<file path="config.mk">
export PLATFORM = sky130hd
export DESIGN_NAME = rchb_queue
export DESIGN_NICKNAME = d
export VERILOG_FILES = /design/src/hdl/rchb_pkg.sv /design/src/hdl/rchb_queue.sv
export SDC_FILE = /design/constraint.sdc
export NUM_CORES = 1
export LEC_CHECK = 0
export BUFFER_PORTS_ARGS = -buffer_cell sky130_fd_sc_hd__clkbuf_2
export CORE_ASPECT_RATIO = 1.1
export CORE_MARGIN = 10
export CORE_UTILIZATION = 56
export CTS_CLUSTER_DIAMETER = 200
export CTS_CLUSTER_SIZE = 14
export DETAILED_ROUTE_END_ITERATION = 10
export HOLD_SLACK_MARGIN = 0.15
export PLACE_DENSITY = 0.94
export SYNTH_ARGS = -nofsm -noshare
export SYNTH_HDL_FRONTEND = slang
export SYNTH_SLANG_ARGS = --single-unit
</file>
<file path="constraint.sdc">
create_clock -name aclk -period 11.1 [get_ports aclk]
set_input_delay 0 -clock aclk [delete_from_list [all_inputs] [get_ports aclk]]
set_output_delay 0 -clock aclk [all_outputs]
set_load 0.05 [all_outputs]
</file>
<file path="src/hdl/rchb_pkg.sv">
// ----------------------------------------------------------------------------
// rchb_pkg: shared types and constants for the chunk header builder
// Message descriptor, header beat, queue entry and per-slot record layouts.
// ----------------------------------------------------------------------------
`default_nettype none

package rchb_pkg;

    // Per-channel state table
    localparam int CHANNEL_SLOTS = 64;
    localparam int SLOT_W        = (CHANNEL_SLOTS > 1) ? $clog2(CHANNEL_SLOTS) : 1;

    // Queue between classifier and byte sequencer
    localparam int QUEUE_DEPTH = 2;
    localparam int QPTR_W      = (QUEUE_DEPTH > 1) ? $clog2(QUEUE_DEPTH) : 1;
    localparam int QCNT_W      = $clog2(QUEUE_DEPTH + 1);

    // Saturation level of the 24-bit time field
    localparam logic [23:0] TIME_SAT = 24'hFFFFFF;

    // Chunk stream id thresholds for the basic header forms
    localparam logic [16:0] CID_ONE_MAX    = 17'd63;
    localparam logic [16:0] CID_TWO_MAX    = 17'd319;
    localparam logic [16:0] CID_BIAS       = 17'd64;
    localparam logic [16:0] CID_FORCE_ZERO = 17'd2;

    // Header formats
    localparam logic [1:0] FMT_FULL      = 2'd0;
    localparam logic [1:0] FMT_NO_STREAM = 2'd1;
    localparam logic [1:0] FMT_DELTA     = 2'd2;
    localparam logic [1:0] FMT_CONT      = 2'd3;

    // Basic header length in bytes
    localparam logic [1:0] BL_ONE   = 2'd1;
    localparam logic [1:0] BL_TWO   = 2'd2;
    localparam logic [1:0] BL_THREE = 2'd3;

    typedef struct packed {
        logic [5:0]  channel_slot;
        logic [16:0] channel_id;
        logic [31:0] stream_id;
        logic [31:0] timestamp;
        logic [7:0]  msg_type;
        logic [23:0] body_size;
    } in_t;

    typedef struct packed {
        logic [7:0] header_byte;
        logic       last_byte;
    } out_t;

    // One classified header waiting for serialization
    typedef struct packed {
        logic [1:0]  fmt;
        logic [1:0]  bl;
        logic [5:0]  cid_lo;
        logic [15:0] rel;
        logic [23:0] tfield;
        logic        ext;
        logic [7:0]  msg_type;
        logic [23:0] body_size;
        logic [31:0] stream_id;
        logic [31:0] timestamp;
    } hdr_t;

    // Stored state of one channel slot
    typedef struct packed {
        logic [31:0] stream;
        logic [31:0] abs_time;
        logic [31:0] delta;
        logic [7:0]  mtype;
        logic [23:0] size;
    } slot_rec_t;

    localparam int SLOT_REC_W = $bits(slot_rec_t);

    // Reduce a 6-bit slot field modulo the table size by restoring subtraction
    function automatic logic [SLOT_W-1:0] slot_of(input logic [5:0] raw);
        int r;
        int k;
        r = int'(raw);
        for (k = 5; k >= 0; k--) begin
            if (r >= (CHANNEL_SLOTS << k)) begin
                r = r - (CHANNEL_SLOTS << k);
            end
        end
        return SLOT_W'(r);
    endfunction

endpackage

`default_nettype wire

</file>
<file path="src/hdl/rchb_queue.sv">
// ----------------------------------------------------------------------------
// rchb_queue: short header queue
// Decouples the classifier from the byte sequencer.
// ----------------------------------------------------------------------------
`default_nettype none

module rchb_queue (
    input  wire logic           aclk,
    input  wire logic           aresetn,
    input  wire logic           push,
    input  wire rchb_pkg::hdr_t push_data,
    output logic                ready,
    input  wire logic           pop,
    output rchb_pkg::hdr_t      pop_data,
    output logic                valid
);
    import rchb_pkg::*;

    hdr_t              entry_reg [QUEUE_DEPTH];
    logic [QPTR_W-1:0] wr_ptr_reg;
    logic [QPTR_W-1:0] rd_ptr_reg;
    logic [QCNT_W-1:0] count_reg;
    logic [QCNT_W-1:0] count_next;

    function automatic logic [QPTR_W-1:0] bump(input logic [QPTR_W-1:0] p);
        return (p == QPTR_W'(QUEUE_DEPTH - 1)) ? '0 : p + 1'b1;
    endfunction

    assign ready    = (count_reg != QCNT_W'(QUEUE_DEPTH));
    assign valid    = (count_reg != '0);
    assign pop_data = entry_reg[rd_ptr_reg];

    always_comb begin
        count_next = count_reg;
        if (push && !pop) begin
            count_next = count_reg + 1'b1;
        end else if (pop && !push) begin
            count_next = count_reg - 1'b1;
        end
    end

    always_ff @(posedge aclk) begin
        if (!aresetn) begin
            wr_ptr_reg <= '0;
            rd_ptr_reg <= '0;
            count_reg  <= '0;
        end else begin
            count_reg <= count_next;
            if (push) begin
                wr_ptr_reg <= bump(wr_ptr_reg);
            end
            if (pop) begin
                rd_ptr_reg <= bump(rd_ptr_reg);
            end
        end
    end

    always_ff @(posedge aclk) begin
        if (push) begin
            entry_reg[wr_ptr_reg] <= push_data;
        end
    end

endmodule

`default_nettype wire

</file>
==> impl_metrics.toml <==
[routing]
drt_first_pass_iters = 4
drt-wirelength-per-cell_um = 23.1
num_vias = 6366
wirelength_um = 27800
postRouteAntennaNets = 0
drc = 0
post_drt_via_cell_ratio = 5.29
drt_iter0_drc = 404

[clock_tree]
ctsResizeCount = 0
cts_tree = "done"
clk_pin_slew_worst_paths_ps = 60
cts_buffer_depth = 3
cts_setup_buffers = 0
clkLatencyLatePin_ps = 520
htree_num_levels = 1
cts_buffers = 25
cts-root-buf = "clkbuf_16"
clock-sinks = 299

[worst_setup_path]
path_max_fanout = 85
path_buf_inv = 2
worst-setup-path-type = "flop to output port"
startpoint_type = "flop"
cp.arrival_ps = 3150
path_delay_family = "buffers and inverters"
crit_chain = "buf_4, mux2_2, clkbuf_2"
cp-end-kind = "output port"
cpMaxStageDelayCell = "buf_4"
worstPathRequired_ps = 11100
max_stage_delay_ps = 930

[final_layout]
fillers = 1000
fin_nets = 1097
fin_area_sq_um = 14800
drive_gt1_share_pct = 50.4
multi_input_area_sq_um = 1780
largest_register_ffs = 294
register_area_sq_um = 8930
postLayoutCoreUtil_pct = 77.2
area_growth_pct = 35.6

[sta]
period_share_pct = 28.4
worstMarginPinSlew_ps = 1110
slew_headroom_pct = 25.8
finalHoldViolCount = 0
tns_ps = 0
finalMaxSlewViolations = 0
rsz0062_at_grt = "false"
setup-violations-final = 0
fin_crit_ps = 3150
fin_skew_ps = 9.46
max_freq_mhz = 318

[yosys]
synth_warnings = 0
synth_fp_nets = 631
synth_area_per_cell_sq_um = 22.7
postSynthCellCount = 479
ys_seq_area_share_pct = 82.1
ys_ff_latch = 299
synth.distinct_cells = 17
syn_area_sq_um = 10900

[power]
ir_drop_mv = 0.160
powerDensity_nw_per_um2 = 175
p_leak_nw = 5.64

[floorplan]
num_rows = 53
die_area_sq_um = 25400
ioPinCount = 300
start_util_pct = 57.0
die_h_um = 166
die_w_um = 153
core-area_sq_um = 19100

[global_routing]
grt_max_degree = 86
grt_overflow = 0
grt_pass1_wl_um = 42500
grt_pass1_vias = 7215
grt_util_all_layers_pct = 21.1
antenna_found_initial = 2

[run]
cap_violations = 0

[place]
dp_hpwl_um = 16000
gp_congestion = 0.760
postPlaceCellArea_sq_um = 12600
port_buffers = 299

[min_path]
hp-class = "input port to flop"

[status]
run_status = "finished, final reports clean"
## per-layer routing
layer,track usage [%],vias to the layer above,routed length [um]
met5,0,-,0
met4,7.72,0,877
met3,5.88,57,2260
met2,39.0,330,15200
met1,22.2,3148,9450
li1,-,2831,-
## cells by family after synthesis
logic type	synth area share, %
compound gates	0.184
xor+xnor	0.242
fa+ha+maj	0.115
buf+inv	1.63
flops	82.1
mux	15.2
simple gates	0.518
## worst reg2reg max path: stages, from the launching register on
cell	delay (ps)
dfxtp_1	400
and2_4	160
buf_4	770
buf_4	900
## worst paths after layout
path	from	to	slack, ps	cells past startpoint
hold / removal	push_data[145]	entry_reg[0][145]	220	2
setup / recovery	flop	pop_data[134]	7950	3
setup reg to reg	wr_ptr_reg	entry_reg[1][14]	8390	3
hold reg to reg	count_reg[1]	count_reg[1]	530	2
## cell usage in the layout, fill, tap and decap left out
cell type and instances:
o21ai_0 1, or3_1 1, and2_4 1, diode_2 2
clkbuf_16 25, clkbuf_2 299, inv_8 1, dfxtp_4 1
dlygate4sd3_1 151, nand2b_1 1, xnor2_1 1, nor2b_1 1
inv_1 1, mux2_2 147, ha_1 1, xor2_1 2
clkbuf_1 10, edfxtp_1 294, dfxtp_1 4, and2_1 3
o21a_1 1, nor2b_4 1, a21boi_1 1, or2_2 1
buf_4 5
## final cells by class
cell class | instances | share of cell area [%]
clock inverters | 1 | 0.0763
diodes | 2 | 0.0339
multi-input cells | 163 | 12.1
inverters | 1 | 0.0254
well taps | 247 | 2.10
flip-flops and latches | 299 | 60.6
clock buffers | 35 | 4.50
repair buffers | 455 | 20.6
## cells in the mapped netlist, drive strengths merged
cell    number  area, sq um
nor2b        2         12.5
or2          1         6.26
mux2       147         1660
edfxtp     294         8830
dfxtp        5          100
inv          1         3.75
a21boi       1         7.51
xnor2        1         8.76
or3          1         6.26
and2         4         25.0
o21a         1         7.51
buf         16          174
xor2         2         17.5
nand2b       1         6.26
o21ai        1         5.00
ha           1         12.5
## timing repair
action / 4_1_cts / 5_1_grt
hold endpoints to repair: 299 / 0
hold buffers: 151 / 0
endpoints found under the setup margin: 0 / 0
## power by group
part           switching, mW  internal (mW)  leakage [nW]
Sequential            0.0256           1.31          2.80
Combinational          0.320          0.150          2.51
Clock                  0.364          0.413         0.326
Total                  0.709           1.87          5.64
## metrics by stage
| stage | total power, mW | hold slack, ps | std cells | worst slack [ps] |
|---|---|---|---|---|
| floorplan | 1.67 | 98.9 | 479 | 3630 |
| global placement | 1.76 | 188 | 1014 | 8460 |
| detailed placement | 1.77 | 192 | 1014 | 8460 |
| CTS | 2.58 | 200 | 1201 | 7960 |
| global route | 2.65 | 219 | 1203 | 7810 |
| finish | 2.58 | 222 | 1203 | 7950 |
Power figures use the tool's default switching activity.
