--- src/hdl/rchb_pkg.sv ---
// ----------------------------------------------------------------------------
// rchb_pkg: shared types and constants for the chunk header builder
// Message descriptor, header beat, queue entry and per-slot record layouts.
// ----------------------------------------------------------------------------
`default_nettype none

package rchb_pkg;

    // Per-channel state table
    localparam int CHANNEL_SLOTS = 64;
    localparam int SLOT_W        = (CHANNEL_SLOTS > 1) ? $clog2(CHANNEL_SLOTS) : 1;

    // Queue between classifier and byte sequencer
    localparam int QUEUE_DEPTH = 2;
    localparam int QPTR_W      = (QUEUE_DEPTH > 1) ? $clog2(QUEUE_DEPTH) : 1;
    localparam int QCNT_W      = $clog2(QUEUE_DEPTH + 1);

    // Saturation level of the 24-bit time field
    localparam logic [23:0] TIME_SAT = 24'hFFFFFF;

    // Chunk stream id thresholds for the basic header forms
    localparam logic [16:0] CID_ONE_MAX    = 17'd63;
    localparam logic [16:0] CID_TWO_MAX    = 17'd319;
    localparam logic [16:0] CID_BIAS       = 17'd64;
    localparam logic [16:0] CID_FORCE_ZERO = 17'd2;

    // Header formats
    localparam logic [1:0] FMT_FULL      = 2'd0;
    localparam logic [1:0] FMT_NO_STREAM = 2'd1;
    localparam logic [1:0] FMT_DELTA     = 2'd2;
    localparam logic [1:0] FMT_CONT      = 2'd3;

    // Basic header length in bytes
    localparam logic [1:0] BL_ONE   = 2'd1;
    localparam logic [1:0] BL_TWO   = 2'd2;
    localparam logic [1:0] BL_THREE = 2'd3;

    typedef struct packed {
        logic [5:0]  channel_slot;
        logic [16:0] channel_id;
        logic [31:0] stream_id;
        logic [31:0] timestamp;
        logic [7:0]  msg_type;
        logic [23:0] body_size;
    } in_t;

    typedef struct packed {
        logic [7:0] header_byte;
        logic       last_byte;
    } out_t;

    // One classified header waiting for serialization
    typedef struct packed {
        logic [1:0]  fmt;
        logic [1:0]  bl;
        logic [5:0]  cid_lo;
        logic [15:0] rel;
        logic [23:0] tfield;
        logic        ext;
        logic [7:0]  msg_type;
        logic [23:0] body_size;
        logic [31:0] stream_id;
        logic [31:0] timestamp;
    } hdr_t;

    // Stored state of one channel slot
    typedef struct packed {
        logic [31:0] stream;
        logic [31:0] abs_time;
        logic [31:0] delta;
        logic [7:0]  mtype;
        logic [23:0] size;
    } slot_rec_t;

    localparam int SLOT_REC_W = $bits(slot_rec_t);

    // Reduce a 6-bit slot field modulo the table size by restoring subtraction
    function automatic logic [SLOT_W-1:0] slot_of(input logic [5:0] raw);
        int r;
        int k;
        r = int'(raw);
        for (k = 5; k >= 0; k--) begin
            if (r >= (CHANNEL_SLOTS << k)) begin
                r = r - (CHANNEL_SLOTS << k);
            end
        end
        return SLOT_W'(r);
    endfunction

endpackage

`default_nettype wire

--- src/hdl/rchb_back.sv ---
// ----------------------------------------------------------------------------
// rchb_back: header byte sequencer
// Walks the sections of a queued header, one byte per cycle unless stalled.
// ----------------------------------------------------------------------------
`default_nettype none

module rchb_back (
    input  wire logic           aclk,
    input  wire logic           aresetn,
    input  wire logic           q_valid,
    input  wire rchb_pkg::hdr_t q_data,
    output logic                q_pop,
    output logic                m_valid,
    input  wire logic           m_ready,
    output rchb_pkg::out_t      m_data
);
    import rchb_pkg::*;

    typedef enum logic [4:0] {
        SEC_BASIC = 5'b00001,
        SEC_TIME  = 5'b00010,
        SEC_SIZE  = 5'b00100,
        SEC_SID   = 5'b01000,
        SEC_EXT   = 5'b10000
    } sec_t;

    localparam logic [5:0] ID_TWO_BYTE   = 6'd0;
    localparam logic [5:0] ID_THREE_BYTE = 6'd1;

    logic       cur_valid_reg;
    hdr_t       cur_reg;
    sec_t       sec_reg;
    logic [1:0] idx_reg;
    logic       out_valid_reg;
    out_t       out_reg;

    logic       out_load;
    logic       emit;
    logic [7:0] byte_val;
    logic [1:0] sec_last;
    sec_t       sec_next;
    logic       sec_done;
    logic       sec_end;
    logic       hdr_end;
    logic       load_cur;

    assign out_load = !out_valid_reg || m_ready;
    assign emit     = cur_valid_reg && out_load;

    always_comb begin
        byte_val = 8'd0;
        sec_last = 2'd3;
        sec_next = SEC_EXT;
        sec_done = 1'b1;
        case (sec_reg)
            SEC_BASIC: begin
                sec_last = cur_reg.bl - 1'b1;
                case (idx_reg)
                    2'd0: begin
                        if (cur_reg.bl == BL_ONE) begin
                            byte_val = {cur_reg.fmt, cur_reg.cid_lo};
                        end else if (cur_reg.bl == BL_TWO) begin
                            byte_val = {cur_reg.fmt, ID_TWO_BYTE};
                        end else begin
                            byte_val = {cur_reg.fmt, ID_THREE_BYTE};
                        end
                    end
                    2'd1:    byte_val = cur_reg.rel[7:0];
                    default: byte_val = cur_reg.rel[15:8];
                endcase
                if (cur_reg.fmt != FMT_CONT) begin
                    sec_next = SEC_TIME;
                    sec_done = 1'b0;
                end else begin
                    sec_done = !cur_reg.ext;
                end
            end
            SEC_TIME: begin
                sec_last = 2'd2;
                case (idx_reg)
                    2'd0:    byte_val = cur_reg.tfield[23:16];
                    2'd1:    byte_val = cur_reg.tfield[15:8];
                    default: byte_val = cur_reg.tfield[7:0];
                endcase
                if (cur_reg.fmt == FMT_FULL || cur_reg.fmt == FMT_NO_STREAM) begin
                    sec_next = SEC_SIZE;
                    sec_done = 1'b0;
                end else begin
                    sec_done = !cur_reg.ext;
                end
            end
            SEC_SIZE: begin
                case (idx_reg)
                    2'd0:    byte_val = cur_reg.body_size[23:16];
                    2'd1:    byte_val = cur_reg.body_size[15:8];
                    2'd2:    byte_val = cur_reg.body_size[7:0];
                    default: byte_val = cur_reg.msg_type;
                endcase
                if (cur_reg.fmt == FMT_FULL) begin
                    sec_next = SEC_SID;
                    sec_done = 1'b0;
                end else begin
                    sec_done = !cur_reg.ext;
                end
            end
            SEC_SID: begin
                // little-endian stream id
                case (idx_reg)
                    2'd0:    byte_val = cur_reg.stream_id[7:0];
                    2'd1:    byte_val = cur_reg.stream_id[15:8];
                    2'd2:    byte_val = cur_reg.stream_id[23:16];
                    default: byte_val = cur_reg.stream_id[31:24];
                endcase
                sec_done = !cur_reg.ext;
            end
            SEC_EXT: begin
                case (idx_reg)
                    2'd0:    byte_val = cur_reg.timestamp[31:24];
                    2'd1:    byte_val = cur_reg.timestamp[23:16];
                    2'd2:    byte_val = cur_reg.timestamp[15:8];
                    default: byte_val = cur_reg.timestamp[7:0];
                endcase
                sec_done = 1'b1;
            end
            default: begin
                sec_done = 1'b1;
            end
        endcase
    end

    assign sec_end  = (idx_reg == sec_last);
    assign hdr_end  = sec_end && sec_done;
    assign load_cur = !cur_valid_reg || (emit && hdr_end);
    assign q_pop    = q_valid && load_cur;

    always_ff @(posedge aclk) begin
        if (!aresetn) begin
            cur_valid_reg <= 1'b0;
            out_valid_reg <= 1'b0;
            sec_reg       <= SEC_BASIC;
            idx_reg       <= 2'd0;
        end else begin
            if (emit) begin
                out_valid_reg <= 1'b1;
            end else if (m_ready) begin
                out_valid_reg <= 1'b0;
            end
            if (load_cur) begin
                cur_valid_reg <= q_valid;
                sec_reg       <= SEC_BASIC;
                idx_reg       <= 2'd0;
            end else if (emit) begin
                if (sec_end) begin
                    sec_reg <= sec_next;
                    idx_reg <= 2'd0;
                end else begin
                    idx_reg <= idx_reg + 1'b1;
                end
            end
        end
    end

    always_ff @(posedge aclk) begin
        if (q_pop) begin
            cur_reg <= q_data;
        end
        if (emit) begin
            out_reg.header_byte <= byte_val;
            out_reg.last_byte   <= hdr_end;
        end
    end

    assign m_valid = out_valid_reg;
    assign m_data  = out_reg;

endmodule

`default_nettype wire

--- config.mk ---
export PLATFORM = sky130hd
export DESIGN_NAME = rchb_back
export DESIGN_NICKNAME = d
export VERILOG_FILES = /design/src/hdl/rchb_pkg.sv /design/src/hdl/rchb_back.sv
export SDC_FILE = /design/constraint.sdc
export NUM_CORES = 1
export LEC_CHECK = 0
export ABC_AREA = 0
export BUFFER_PORTS_ARGS = -buffer_cell sky130_fd_sc_hd__buf_2
export CORE_MARGIN = 3
export CORE_UTILIZATION = 35
export CTS_BUF_LIST = sky130_fd_sc_hd__clkbuf_2 sky130_fd_sc_hd__clkbuf_4 sky130_fd_sc_hd__clkbuf_8
export DETAILED_ROUTE_END_ITERATION = 6
export GPL_TIMING_DRIVEN = 0
export PLACE_DENSITY = 0.6
export SYNTH_ARGS = -nofsm -noshare
export SYNTH_HDL_FRONTEND = slang
export SYNTH_SLANG_ARGS = --single-unit
--- constraint.sdc ---
create_clock -name aclk -period 6.6 [get_ports aclk]
set_input_delay 0.66 -clock aclk [delete_from_list [all_inputs] [get_ports aclk]]
set_output_delay 0.66 -clock aclk [all_outputs]
set_load 0.01 [all_outputs]
==> results.tsv <==
metric	value	unit
Gate power share	7.4	%
FF-to-FF End	cur_reg[72]	
crit path capture type	output pin	
first-pass GRT wire length	24700	um
Skew-Pair Late Insertion Delay	0.45	ns
Post-CTS Setup Inserts	0	
antenna violations before repair	0	
P&R area growth vs syn	24.2	%
Post-CTS Hold Fix Bufs	0	
leakage	3.03	nW
residual DRC count	0	
CP Data Arrival Time	3.46	ns
fin crit period	4.12	ns
Reg clk slew, reported paths	0.09	ns
clock sink count	165	
syn avg cell area	15.8	um^2
final period utilization	62.4	%
Hold Path Depth	1	
mean number of vias per cell	5.26	
post-layout net count	749	
Pint	1.67	mW
max-slew violations	0	
sequential power share	57.3	%
kind of critical path	reg2out	
Reg2Reg Depth	7	
FFs w/ async S/R, synth	0	%
# setup viols final	0	
H-Tree Depth	4	
final core occ	44.5	%
Chip Height	142	um
TritonCTS clock tree	yes	
largest net degree at the start of global routing	66	
Total Wirelength	16300	um
grt total ovfl	0	
Commonest cells post-synth	edfxtp_1, nand2_1, a222oi_1, o21ai_0, a21oi_1	
Initial Util	35.9	%
most numerous cell in the Yosys netlist	edfxtp_1	
vias in the first global route	4455	
Tot GR Track Use	16.1	%
Clk pwr share	35.3	%
largest area contributor in the netlist	edfxtp_1	
Power Density	268	nW/um^2
TritonCTS Buffers	17	
share of cells above drive strength 1	34.9	%
hpwl dp	12000	um
CP startpoint kind	flip-flop	
routed via count	4380	
VDD IR-drop max	0.116	mV
Final Hold Fails	0	
antenna-violating nets left	0	
CTS resizes	0	
Post-Route Skew	0.0177	ns
clock tree buffer depth	2	
area share of the largest cell type after synthesis	72.5	%
Multi-input gate area	1460	um^2
R2R Setup Slk	3.10	ns
Core Area	18000	um^2
yosys warns	0	
chip width	142	um
max reg flops	147	
GP Congestion	0.794	
Crit Path Max Fanout	34	
First DRT Iteration DRCs	478	
unrepaired setup endpoints after global routing	false	
setup tns final	0	ns
port bufs	161	
Post-synth EDFFs	156	
Synth Flop Type	edfxtp_1	
io pins	162	
Fill cells	1656	
DIE AREA	20100	um^2
Net Sw Frac	22.6	%
root buffer cell	clkbuf_8	
main area contributors after synthesis	edfxtp_1, a222oi_1, dfxtp_1, nand2_1, o21ai_0	
sw power	0.486	mW
storage element area	4860	um^2
drt wl/cell	19.6	um
HP Start	q_data[14]	
Synth Instances	410	
antenna fix cells	0	
Min-Delay Endpoint	cur_reg[14]	
Mapped Nets	567	
Worst Tran Pin Value	1.01	ns
Mapped Area	6460	um^2
Critical Path RT	5.94	ns
outcome	completed	
max-cap viol count	0	
synth unique cells	51	
iteration count of the initial detailed-routing pass	5	
post-synthesis sequential area ratio	75.2	%
relative slew slack	32.3	%
post-synthesis register bit count	165	
Tightest Hold Check Type	in2reg	
site row count	49	
FF-to-FF Start	sec_reg[0]	
fmax	243	MHz
per-stage QoR:
stage	area [um^2]	hold slack (ns)	power (mW)	setup slack, ns	cells
after floorplan	6460	0.475	1.33	0.604	410
after global placement	7560	0.502	1.42	-1.29	800
after detailed placement	7610	0.525	1.42	2.99	802
after CTS	8030	0.340	2.18	2.48	833
after global routing	8030	0.342	2.24	2.28	833
final	8030	0.376	2.15	2.48	833
placed cells by master (no fill, tap or decap), types with 2 or more instances in the layout:
cell	count
a211oi_2	2
o31ai_1	4
clkbuf_8	17
a22o_1	12
inv_1	7
a211oi_1	5
nor4b_2	2
nor4b_1	2
buf_1	2
nand2_1	36
ha_1	6
dfxtp_1	9
a22oi_1	8
nor2_1	10
o22ai_1	8
o21ai_0	27
a21oi_1	23
a222oi_1	29
inv_6	5
clkinv_1	2
a311oi_1	2
buf_2	163
nand4_1	2
a31oi_1	2
edfxtp_1	156
and3_1	2
a211o_1	2
buf_16	2
clkbuf_1	20
or4bb_1	2
nor3_1	2
nand3_1	2
bufinv_16	3
area by class of cell:
class,count,share of cell area (%)
inverters,8,0.374
clock inverters,13,2.12
flip-flops and latches,165,60.6
repair buffers,163,10.7
clock buffers,18,3.01
plain buffers,26,1.36
well taps,229,3.57
multi-input cells,211,18.2
cell families (layout without fill, tap and decap cells):
group	after synthesis	after routing	share of synthesized area [%]
flip-flops	165	165	75.2
AO/OA/AOI/OAI	129	129	14.8
AND/OR/NAND/NOR	75	75	6.48
buffers and inverters	34	228	2.15
adder cells (fa/ha/maj)	6	6	1.16
XOR/XNOR	1	1	0.135
worst max path at each step:
stage                      start     to  slack (ns)  depth (start not counted)
global placement      sec_reg[0]  q_pop       -1.29                          7
global route          sec_reg[1]  q_pop        2.28                          7
floorplan           cur_reg[143]  q_pop        0.60                          8
detailed placement    sec_reg[1]  q_pop        2.99                          7
finish                sec_reg[0]  q_pop        2.48                          7
CTS                   sec_reg[1]  q_pop        2.48                          7
worst max-delay path, stage by stage, from the launching register on:
cell and delay (ns):
dfxtp_1 0.49, nor4b_4 0.41, nand3b_2 0.17, a311o_1 0.39, buf_6 0.15, o41ai_4 0.57, and2_4 0.58, buf_2 0.23
power groups by stage:
stage	clock network [mW]	registers, mW	logic [mW]
finish	0.761	1.23	0.160
global route	0.822	1.24	0.176
CTS	0.780	1.23	0.163
detailed placement	0	1.26	0.162
global placement	0	1.27	0.152
floorplan	0	1.26	0.0710
routing by layer:
layer | global-route usage (%) | part of all wire [%] | vias to the layer above
li1 | - | - | 2037
met1 | 21.0 | 41 | 2140
met2 | 26.3 | 51 | 174
met3 | 3.24 | 5.8 | 29
met4 | 7.07 | 2.5 | 0
met5 | 0 | 0 | -
No activity file was read; power rests on OpenSTA's default activity.
